[config.mk]
export PLATFORM = sky130hd
export DESIGN_NAME = lav_div
export DESIGN_NICKNAME = d
export VERILOG_FILES = /design/src/hw/rtl/lav_div.sv
export SDC_FILE = /design/constraint.sdc
export NUM_CORES = 2
export LEC_CHECK = 0
export BUFFER_PORTS_ARGS = -buffer_cell sky130_fd_sc_hd__buf_4
export CORE_MARGIN = 5
export CORE_UTILIZATION = 60
export DETAILED_ROUTE_END_ITERATION = 6
export PLACE_DENSITY_LB_ADDON = 0.15
export SLEW_MARGIN = 0
export SYNTH_ARGS = -nofsm -noshare
export SYNTH_HDL_FRONTEND = slang
export SYNTH_SLANG_ARGS = --single-unit
[constraint.sdc]
create_clock -name clk -period 6.6 [get_ports clk]
set_input_delay 0.33 -clock clk [delete_from_list [all_inputs] [get_ports clk]]
set_output_delay 0.33 -clock clk [all_outputs]
set_load 0.05 [all_outputs]
[src/hw/rtl/lav_div.sv]
// Pipelined restoring divider, one quotient bit per stage, unsigned.
// The quotient must fit in Q_W bits.

module lav_div #(
  parameter int NUM_W = 48,
  parameter int DEN_W = 33,
  parameter int Q_W   = 17
) (
  input  logic             clk,
  input  logic             en,
  input  logic [NUM_W-1:0] num,
  input  logic [DEN_W-1:0] den,
  output logic [Q_W-1:0]   quo
);

  logic [DEN_W-1:0] rem_r   [Q_W];
  logic [Q_W-1:0]   nlo_r   [Q_W];
  logic [DEN_W-1:0] den_r   [Q_W];
  logic [Q_W-1:0]   quo_r   [Q_W];
  logic [DEN_W-1:0] rem_nxt [Q_W];
  logic [Q_W-1:0]   nlo_nxt [Q_W];
  logic [DEN_W-1:0] den_nxt [Q_W];
  logic [Q_W-1:0]   quo_nxt [Q_W];

  always_comb begin
    logic [DEN_W-1:0] remv;
    logic [Q_W-1:0]   nlov;
    logic [DEN_W-1:0] denv;
    logic [Q_W-1:0]   quov;
    logic [DEN_W:0]   rem_sh;
    logic [DEN_W:0]   diff;
    logic             ge;
    for (int k = 0; k < Q_W; k++) begin
      if (k == 0) begin
        // high part is below den because the quotient fits in Q_W bits
        remv = DEN_W'(num >> Q_W);
        nlov = num[Q_W-1:0];
        denv = den;
        quov = '0;
      end else begin
        remv = rem_r[k-1];
        nlov = nlo_r[k-1];
        denv = den_r[k-1];
        quov = quo_r[k-1];
      end
      rem_sh     = {remv, nlov[Q_W-1]};
      diff       = rem_sh - {1'b0, denv};
      ge         = (rem_sh >= {1'b0, denv});
      rem_nxt[k] = ge ? diff[DEN_W-1:0] : rem_sh[DEN_W-1:0];
      nlo_nxt[k] = nlov << 1;
      den_nxt[k] = denv;
      quo_nxt[k] = {quov[Q_W-2:0], ge};
    end
  end

  always_ff @(posedge clk) begin
    if (en) begin
      for (int k = 0; k < Q_W; k++) begin
        rem_r[k] <= rem_nxt[k];
        nlo_r[k] <= nlo_nxt[k];
        den_r[k] <= den_nxt[k];
        quo_r[k] <= quo_nxt[k];
      end
    end
  end

  assign quo = quo_r[Q_W-1];

endmodule

# Word level (Yosys, flattened, before mapping)
# Memories as Yosys holds them, arrays and structs flattened.
# Cells that the tools add are included.
# totals
reg_bits	0
latch_bits	0
ram_bits	1683
rom_bits	0
inputBits	83
out_inout_bits	17
word_cells	57
mem_count	4
# classes
n_addsub	17
n_mul	0
div_mod_pow	0
n_lt_le_gt_ge	17
eq_ne	0
shifts	0
n_mux	19
bitwise	0
n_reduce_logical	0
# memory_table
memory	words	width	rd	rd_clocked_by_memory_dff	write_ports	line_no	rtl
den_r	17	33	16	0	17	18	logic [DEN_W-1:0] den_r [Q_W];
rem_r	17	33	16	0	17	16	logic [DEN_W-1:0] rem_r [Q_W];
quo_r	17	17	17	0	17	19	logic [Q_W-1:0] quo_r [Q_W];
nlo_r	17	16	16	0	17	17	logic [Q_W-1:0] nlo_r [Q_W];
# op_table
cell	n
2-to-1 mux 33 bit	17
>= comparator 34 x 33 -> 1 bit	16
subtractor 33 bit	16
>= comparator 32 x 33 -> 1 bit	1
subtractor 32 x 33 -> 33 bit	1
2-to-1 mux 1 bit	2

# Longest topological paths before layout
# An unclocked memory read counts as a cell.
# depth
depth_word	3
depth_mapped	17
mapped_depth_nobuf	15

# Worst setup path before layout
# Ideal clock, no wire load.
# synth_path
kind	register to register
from	memory nlo_r[0][95] (netlist name)
to	memory rem_r[6][4] (netlist: rem_r[0][202]) (data pin)
setup_time_ns	0.260
arrival_ns	4.012
required_ns	6.340
setup_slack_ns	2.327
path_stages_with_launch	18
path_buffers	2
synth_period_minus_slack_ns	4.273
cell_sequence	edfxtp_1 inv_1 ha_1 inv_1 fa_1 a21o_1 a21o_1 a2111oi_4 nor3_1 o311ai_2 a32oi_1 a311o_1 a21o_1 a41o_1 a211o_1 buf_2 buf_6 mux2_4
# synth_lines
element	line_no
start, declared	17
end, declared	16

==> results.json <==
{
  "status": "complete, no violations",
  "syn_area_mm2": 0.07466,
  "cp_slowest_cell": "a2111oi_2",
  "crit_type": "flip-flop to flip-flop",
  "period_share": 0.7996,
  "avgViaCountPerCell": 5.786,
  "routed_wl_um": 152300,
  "synth_area_leaders": "edfxtp_1, ha_1, a21oi_1, inv_1, xnor2_1",
  "reg2reg_slack_ns": 1.32,
  "arrival_ns": 5.80,
  "ir_drop_v": 0.0003395,
  "required_ns": 7.13,
  "gp_congestion": 0.9633,
  "postCtsSetupBuffers": 0,
  "cp_num_buf_inv": 3,
  "cts_max_path_buffers": 3,
  "drc_errors": 0,
  "io_buffers": 99,
  "dieHeight_um": 362.8,
  "finalHoldViolCount": 0,
  "place_ws_ns": 1.406,
  "dp_hpwl_um": 114700,
  "synth_fp_nets": 7221,
  "setup_viol_count_final": 0,
  "antenna_found_initial": 2,
  "dp_cells": 8172,
  "root_buffer": "clkbuf_16",
  "synth-async-reset-ratio": 0,
  "ys_seq_elements": 1345,
  "relSlewSlack": 0.2413,
  "min_from": "en",
  "finalWorstSetupSlack_ns": 1.323,
  "track_usage": 0.2303,
  "area_growth_pct": 11.04,
  "reg2regPathDepth": 15,
  "yosysWarnings": 0,
  "crit_chain": "inv_1 -> ha_1 -> inv_1 -> fa_1 -> a211oi_1 -> nor2_1 -> o311ai_1 -> a21boi_0 -> a311oi_1 -> a21oi_1 -> a41oi_1 -> a211oi_1 -> a2111oi_2 -> buf_12 -> mux2_2",
  "critPathLaunchType": "flip-flop",
  "clkTransAtPathRegs_ns": 0.06,
  "crit_fanout": 60,
  "synth_edf_count": 1345,
  "rsz0062_at_grt": "no",
  "cp_slowest_stage_delay_ns": 0.72,
  "finalNetCount": 7425,
  "met1_length_um": 52300,
  "synth_top_cell_by_area": "edfxtp_1",
  "r2r-end": "rem_r[0][67]",
  "num_vias": 49270,
  "antenna_left": 0,
  "fin_setup_tns_ns": 0,
  "p_leak_nw": 34.22,
  "max_freq_ghz": 0.1895,
  "maxCapViolations": 0,
  "reg2reg_from": "nlo_r[0][31]",
  "syn_avg_cell_area_um2": 11.38,
  "min_to": "quo_r[1][0]",
  "drive_gt1_frac": 0.08145,
  "io-pin-count": 100,
  "end_kind": "flip-flop",
  "yosysSeqAreaShare": 0.5409,
  "start_util": 0.6039,
  "ys_types": 76,
  "die_width_um": 362.8,
  "grt_max_degree": 180,
  "grt_pass1_wl_um": 244700,
  "min_path_type": "primary input to flip-flop",
  "min_period_ns": 5.277,
  "cts-buffers-inserted": 148,
  "slew_viol_final": 0,
  "cpLargestDelayFamily": "compound AO/OA/AOI/OAI gates",
  "worstSkewPairLatency_ns": 0.77,
  "initialDrtViolationCount": 2714,
  "first_global_vias": 50689,
  "worstMarginPinSlew_ns": 1.136,
  "cts_tree": "yes",
  "wl_met2_um": 85150,
  "power_density_mw_per_mm2": 472.7,
  "synth.top_cell.area_share": 0.5409,
  "dieArea_mm2": 0.1316,
  "h-tree-depth": 4,
  "instances_no_fill": 8515,
  "synth_cells": 6562,
  "wl_per_cell_um": 17.89,
  "met3_length_um": 4446,
  "min_path_cells": 1,
  "cts.sinks": 1345,
  "fin_total_pwr_mw": 39.19,
  "clock_skew_ns": 0.01934,
  "firstDrtPassIters": 5,
  "core_area_mm2": 0.1236,
  "synthFlopType": "edfxtp_1",
  "highest_layer": "met4",
  "std_cell_rows": 129,
  "overflow": 0
}
-- routing by layer --
| metal | vias up | global-route usage |
|---|---|---|
| met1 | 23279 | 0.2128 |
| met5 | - | 0 |
| met2 | 1056 | 0.4629 |
| met4 | 0 | 0.1489 |
| li1 | 24450 | - |
| met3 | 485 | 0.03177 |
-- flip-flops by register name, summed over array words and instances (netlist names) --
| register | flops |
|---|---|
| nlo_r | 136 |
| rem_r | 528 |
| quo_r | 153 |
| den_r | 528 |
-- layout make-up --
type,count,area (um^2)
diodes,3,7.507
clock buffers,179,3926
clock inverters,80,842.1
fillers,9011,40730
inverters,704,2643
multi-input cells,4354,31130
flip-flops and latches,1345,40390
well taps,1637,2048
repair buffers,213,1922
-- cell usage in the layout, fill, tap and decap left out, drive strengths merged, types with 98 or more instances in the layout --
master  synthesis  routed
a21o          290     290
a21oi         592     592
buf             9     132
clkbuf        150     179
edfxtp       1345    1345
ha            560     560
inv           704     710
mux2          183     183
nand2         453     453
nand4          98      98
nor2          316     316
o21ai         452     452
xnor2         274     274
xor2          190     190
-- worst max-delay path by stage --
stage | start | slack (ns) | to | cells after the start
4_1_cts | nlo_r[0][31] | 1.37 | rem_r[0][67] | 15
5_1_grt | nlo_r[0][31] | 1.04 | rem_r[0][67] | 15
3_5_place_dp | nlo_r[0][31] | 1.41 | rem_r[0][67] | 15
3_3_place_gp | nlo_r[0][31] | 1.44 | rem_r[0][67] | 15
2_1_floorplan | nlo_r[0][95] | 2.33 | rem_r[0][202] | 17
6_report | nlo_r[0][31] | 1.32 | rem_r[0][67] | 15
-- per-stage QoR --
stage | cell area (um^2) | hold slack, ns | utilization
3_3_place_gp | 77320 | 0.4003 | 0.6254
2_1_floorplan | 74660 | 0.4003 | -
5_1_grt | 82910 | 0.05453 | 0.6706
6_report | 82910 | 0.04832 | 0.6706
4_1_cts | 82900 | 0.04164 | 0.6705
3_5_place_dp | 77320 | 0.4045 | 0.6254
-- where the power goes --
group	internal (mW)	total (mW)	switching [mW]
registers	12.5	13.6	1.06
logic	7.66	17.5	9.86
clock network	4.81	8.07	3.26
-- cells in the mapped netlist, types with 51 or more instances --
master	n
mux2_2	155
inv_1	704
o21ai_0	449
o21a_1	54
nand2b_1	60
clkbuf_1	150
nor2b_1	73
nand3_1	96
nand4_1	98
a31oi_1	56
a21o_1	290
xnor2_1	274
edfxtp_1	1345
ha_1	560
and3_1	51
nor2_1	316
nand2_1	453
nor3_1	63
a21oi_1	592
o21bai_1	80
xor2_1	190
-- cells by family (layout without fill, tap and decap cells) --
kind of cell	Yosys count	count (layout)	synth area share
simple gates	1323	1323	0.08394
flops	1345	1345	0.5409
other cells	0	3	0
compound gates	1796	1796	0.1482
buf+inv	863	1176	0.04374
xor+xnor	464	464	0.05443
fa+ha+maj	576	576	0.09813
mux	195	195	0.03062
-- repair_timing --
action	in CTS	in global routing
resized for setup	0	0
hold buffers	81	0
endpoints found under the hold margin	81	0
Power figures use the tool's default switching activity.
