**src/hw/rtl/lav_isqrt.sv**
```systemverilog
// Pipelined integer square root, one root bit per stage (floor result).
// Stand-alone.

module lav_isqrt #(
  parameter int OP_W = 66
) (
  input  logic              clk,
  input  logic              en,
  input  logic [OP_W-1:0]   op,
  output logic [OP_W/2-1:0] root
);

  localparam int RT_W  = OP_W / 2;
  localparam int REM_W = RT_W + 3;

  logic [OP_W-1:0]  op_r    [RT_W];
  logic [REM_W-1:0] rem_r   [RT_W];
  logic [RT_W-1:0]  root_r  [RT_W];
  logic [OP_W-1:0]  op_nxt  [RT_W];
  logic [REM_W-1:0] rem_nxt [RT_W];
  logic [RT_W-1:0]  root_nxt[RT_W];

  always_comb begin
    logic [OP_W-1:0]  opv;
    logic [REM_W-1:0] remv;
    logic [RT_W-1:0]  rootv;
    logic [REM_W-1:0] rem_sh;
    logic [REM_W-1:0] trial;
    logic             ge;
    for (int k = 0; k < RT_W; k++) begin
      if (k == 0) begin
        opv   = op;
        remv  = '0;
        rootv = '0;
      end else begin
        opv   = op_r[k-1];
        remv  = rem_r[k-1];
        rootv = root_r[k-1];
      end
      rem_sh      = {remv[REM_W-3:0], opv[OP_W-1 -: 2]};
      trial       = REM_W'({rootv, 2'b01});
      ge          = (rem_sh >= trial);
      op_nxt[k]   = opv << 2;
      rem_nxt[k]  = ge ? rem_sh - trial : rem_sh;
      root_nxt[k] = {rootv[RT_W-2:0], ge};
    end
  end

  always_ff @(posedge clk) begin
    if (en) begin
      for (int k = 0; k < RT_W; k++) begin
        op_r[k]   <= op_nxt[k];
        rem_r[k]  <= rem_nxt[k];
        root_r[k] <= root_nxt[k];
      end
    end
  end

  assign root = root_r[RT_W-1];

endmodule

```
**config.mk**
```make
export PLATFORM = sky130hd
export DESIGN_NAME = lav_isqrt
export DESIGN_NICKNAME = d
export VERILOG_FILES = /design/src/hw/rtl/lav_isqrt.sv
export SDC_FILE = /design/constraint.sdc
export NUM_CORES = 2
export LEC_CHECK = 0
export BUFFER_PORTS_ARGS = -buffer_cell sky130_fd_sc_hd__clkbuf_2
export CELL_PAD_IN_SITES_DETAIL_PLACEMENT = 0
export CELL_PAD_IN_SITES_GLOBAL_PLACEMENT = 1
export CORE_MARGIN = 2
export CORE_UTILIZATION = 45
export DETAILED_ROUTE_END_ITERATION = 7
export GPL_TIMING_DRIVEN = 0
export HOLD_SLACK_MARGIN = 0.15
export PLACE_DENSITY_LB_ADDON = 0.1
export SKIP_CTS_REPAIR_TIMING = 1
export SLEW_MARGIN = 30
export SYNTH_ARGS = -nofsm -noshare
export SYNTH_HDL_FRONTEND = slang
export SYNTH_MEMORY_MAX_BITS = 65536
export SYNTH_SLANG_ARGS = --single-unit
export TNS_END_PERCENT = 1
```
**constraint.sdc**
```tcl
create_clock -name clk -period 9 [get_ports clk]
set_clock_uncertainty 0.2 [all_clocks]
set_input_delay 0.9 -clock clk [delete_from_list [all_inputs] [get_ports clk]]
set_output_delay 0.9 -clock clk [all_outputs]
set_load 0.02 [all_outputs]
```
== Yosys cells after proc, flatten, opt, wreduce, memory -nomap -nowiden ==
Memories as Yosys holds them, arrays and structs flattened.
Cells that the tools add are included.

* Flip-flop bits (word level): 0
* Bits in writable memories: 4,389
* Bits of input ports: 68
* Output and inout port bits: 33
* Logic and storage cells: 104
* Memories: 3

{| class="wikitable"
|+ Memory list
! name !! words !! width !! rd ports !! clocked after Yosys merged registers in !! wr ports !! RTL line !! source
|-
| op_r || 33 || 64 || 32 || 0 || 33 || 16 || <nowiki>logic [OP_W-1:0] op_r [RT_W];</nowiki>
|-
| rem_r || 33 || 36 || 32 || 0 || 33 || 17 || <nowiki>logic [REM_W-1:0] rem_r [RT_W];</nowiki>
|-
| root_r || 33 || 33 || 33 || 0 || 33 || 18 || <nowiki>logic [RT_W-1:0] root_r [RT_W];</nowiki>
|}

* $add $sub $neg: 33
* Order comparisons: 33
* Multiplexer cells: 35

{| class="wikitable"
|+ Operators by type and width
! cell !! count
|-
| two-way mux 36 bit || 33
|-
| >= comparator 36 x 35 -> 1 bit || 32
|-
| subtractor 36 x 35 -> 36 bit || 32
|-
| subtractor 2 x 1 -> 3 bit, second input constant || 1
|-
| >= comparator 2 x 1 -> 1 bit, second input constant || 1
|-
| two-way mux 1 bit || 2
|}

== Depth between registers and ports, before layout ==
An unclocked memory read counts as a cell.

* Depth in word-level cells: 3
* Depth in mapped cells: 16
* Mapped depth without buffers: 14

== Least setup slack after synthesis ==
Ideal clock, no wire load.

* Path kind: reg2reg
* Start: memory rem_r[0][149] (netlist name)
* End: memory rem_r[0][211] (netlist name) (data pin)
* Arrival: 3,322 ps
* Slack: 5,216 ps
* Stages on the path, launching flop included: 10
* Buffers on the path: 0
* Period minus slack after synthesis: 3,784 ps
* Path through: edfxtp_1 -> or4_4 -> or3_4 -> or4_4 -> or3_4 -> or3_4 -> a2111o_1 -> or2_4 -> nor3_2 -> xor2_1

{| class="wikitable"
|+ RTL lines
! element !! RTL line
|-
| start: declaration || 17
|}

==> flow_summary_export.csv <==
group,metric,value,unit
outcome,run_status,"finished clean",
finish,syn_to_final_growth,13.2,%
worst_setup_path,worstSetupEndpointType,"flop",
logic_synthesis,yosysTopAreaCellShare,0.648,
power_and_ir_drop,leakagePower,53.3,nW
floorplanning,initial_core_util,0.453,
worst_setup_path,worstPathArrival,5510,ps
global_routing,grt_start_max_net_pins,92,
placed_design,gp_congestion,0.870,
sta,fin_crit_sh,0.567,
logic_synthesis,synth_xor_area_frac,0.0626,
floorplanning,design.die.area,0.278,mm²
worst_setup_path,cp_max_fo,10,
logic_synthesis,synth-edff-count,2654,
logic_synthesis,synth_compound_area_frac,0.0966,
logic_synthesis,postSynthNetCount,10200,
sta,slew_viol_final,0,
logic_synthesis,yosys.area.top_type,"edfxtp_1",
power_and_ir_drop,pwr-share-clk,0.329,
placed_design,post-dp-hpwl,204,mm
placed_design,portBuffers,100,
worst_setup_path,crit_required,9410,ps
sta,max_freq,196,MHz
logic_synthesis,synth_area_leaders,"edfxtp_1 65%, ha_1 6.1%, xnor2_1 3.2%, xor2_1 3.1%, a21oi_1 2.5%",
floorplanning,std_cell_rows,191,
finish,layout.cells.non_filler,13800,
global_routing,track_usage,0.194,
worst_setup_path,critPathLaunchType,"flop",
logic_synthesis,yosys.area_share.simple,0.0979,
worst_setup_path,worst_path_max_delay_cell,"clkbuf_1",
logic_synthesis,muxShareOfSynthArea,0.00636,
cts,clk_path_buf_depth,4,
routing,post_drt_wl_per_cell,19.8,µm
placed_design,placed_cells,13200,
logic_synthesis,syn_inst,9493,
sta,hold_violations,0,
floorplanning,chipHeight,527,µm
power_and_ir_drop,p_per_area,260,mW/mm²
logic_synthesis,netlist_area,0.123,mm²
routing,post-route-drc-count,0,
routing,drtIter0Drc,5119,
logic_synthesis,yosysWarnings,0,
worst_setup_path,critPathMaxStageDelay,630,ps
logic_synthesis,synth_top_family_by_area,"simple AND/OR/NAND/NOR gates",
worst_setup_path,worstPathCellList,"inv_1 > ha_1 > a2111o_1 > o21ai_0 > a21oi_1 > a31oi_1 > o21ai_1 > nor2b_1 > nor3_1 > clkbuf_1 > buf_1 > o21ai_0",
sta,tns,0,ps
cts,cts_sinks,2654,
logic_synthesis,avgSynthCellArea,13.0,µm²
logic_synthesis,synthAdderAreaFrac,0.0606,
cts,numCtsBuffers,295,
cts,cts_tree,"yes",
power_and_ir_drop,p_comb_frac,0.208,
finish,final_common_cell,"edfxtp_1",
routing,dr.pass1.iters,6,
sta,worst_slew_pin_slew,978,ps
power_and_ir_drop,ir_drop,0.000163,V
placed_design,placed_area,0.129,mm²
sta,slew_headroom,0.331,
worst_setup_path,path_class,"flop to flop",
cts,cts_max_level,5,
cts,root_buffer,"clkbuf_16",
finish,n_fill_cell,23200,
logic_synthesis,synth_flop_cell,"edfxtp_1",
finish,fin_area,0.139,mm²
logic_synthesis,ys_async_sr_fraction,0,
sta,rsz0062_at_grt,"no",
min_path,hold_path_class,"flop to flop",
finish,final_cell_mix,"2,654 x edfxtp_1, 743 x inv_1, 662 x nand2_1",
sta,period_needed,5100,ps
power_and_ir_drop,power,36.2,mW
floorplanning,fp.dieW,527,µm
routing,vias,73100,
finish,final_util,0.513,
finish,nets,10700,
power_and_ir_drop,netSwitchingPower,10.5,mW
global_routing,antenna_found_initial,3,
finish,drive_gt1_frac,0.0713,
routing,routed_wl,274,mm
floorplanning,pin_count,101,
global_routing,gr-total-overflow,0,
cts,clk_latency,910,ps
floorplanning,fp.coreArea,0.271,mm²
job,maxCapViolations,0,
power_and_ir_drop,cell_internal_pwr,25.7,mW
logic_synthesis,ys_types,93,
logic_synthesis,ys_seq_area_frac,0.648,
logic_synthesis,ys_ff_latch,2654,
routing,antenna_left,0,
power_and_ir_drop,share_seq_of_total_power,0.463,
worst_setup_path,timing.critical_path.mode_cell,"o21ai_0",
power_and_ir_drop,swShare,0.290,
cts,clk_transition_reported_paths,60,ps
global_routing,grt_pass1_wl,421,mm
routing,vias_per_cell,5.30,
sta,setup_viol,0,
global_routing,grt_pass1_vias,71600,
[cells in the mapped netlist (all sizes together) (65+ instances only)]
| master | count |
|---|---|
| a21oi | 618 |
| nor4 | 116 |
| nor2b | 97 |
| nand2 | 662 |
| nor2 | 571 |
| nand3 | 154 |
| xnor2 | 448 |
| mux2 | 65 |
| edfxtp | 2654 |
| ha | 596 |
| o21a | 98 |
| or3 | 99 |
| clkbuf | 159 |
| nand4 | 98 |
| a21o | 281 |
| o21ai | 498 |
| xor2 | 431 |
| inv | 747 |
| nand2b | 117 |
| nor3 | 244 |
[critical path, delay by kind of cell, from the launching register on]
kind                     cells  cell delay [ps]
adder cells (fa/ha/maj)      1              410
AO/OA/AOI/OAI                6             2050
AND/OR/NAND/NOR              2              500
buffers and inverters        3             1300
flip-flops                   1              390
[cell families after synthesis]
| family | after synthesis |
|---|---|
| buf+inv | 921 |
| other cells | 1 |
| simple gates | 2446 |
| fa+ha+maj | 596 |
| compound gates | 1926 |
| flops | 2654 |
| xor+xnor | 879 |
| mux | 70 |
[metal layers]
metal | GRT usage | vias up | share of wire
li1 | - | 36200 | -
met1 | 0.264 | 35300 | 0.45
met2 | 0.326 | 1226 | 0.48
met3 | 0.0230 | 424 | 0.035
met4 | 0.0595 | 0 | 0.030
met5 | 0 | - | 0
[sequential cells by signal, indices dropped and copies added (netlist names)]
signal / count
op_r: 1056
rem_r: 1037
root_r: 561
[path summary, 6_finish.rpt]
kind | startpoint | end | slack (ps) | cells past startpoint
worst min register to register | op_r[0][1718]$_DFFE_PP_ | op_r[0][1784]$_DFFE_PP_ | 160 | 0
worst max-delay path | root_r[27][3]$_DFFE_PP_ | rem_r[0][1033]$_DFFE_PP_ | 3900 | 12
worst min-delay path | op_r[0][1718]$_DFFE_PP_ | op_r[0][1784]$_DFFE_PP_ | 160 | 0
worst max register to register | root_r[27][3]$_DFFE_PP_ | rem_r[0][1033]$_DFFE_PP_ | 3900 | 12
[stage by stage]
stage,hold slack [ps],worst slack (ps)
6_report,163,3900
5_1_grt,158,3600
4_1_cts,-139,4010
3_5_place_dp,205,3490
3_3_place_gp,200,-39290
2_1_floorplan,200,5220
[power groups by stage]
stage / combinational (mW) / clock (mW) / sequential (mW)
5_1_grt: 8.43 / 12.8 / 16.9
6_report: 7.55 / 11.9 / 16.8
4_1_cts: 7.53 / 12.3 / 16.8
2_1_floorplan: 5.38 / 0 / 16.5
3_5_place_dp: 7.46 / 0 / 17.0
3_3_place_gp: 7.42 / 0 / 18.3
[area by class of cell]
class,count,area [µm²],share of cell area
inverters,748,2810,0.0202
well taps,3570,4470,0.0321
plain buffers,173,652,0.00468
clock inverters,194,2070,0.0149
repair buffers,202,2120,0.0152
flip-flops and latches,2654,79700,0.572
clock buffers,337,7600,0.0546
diodes,2,5.00,0.0000359
multi-input cells,5918,39900,0.286
No activity file was read; power rests on OpenSTA's default activity.
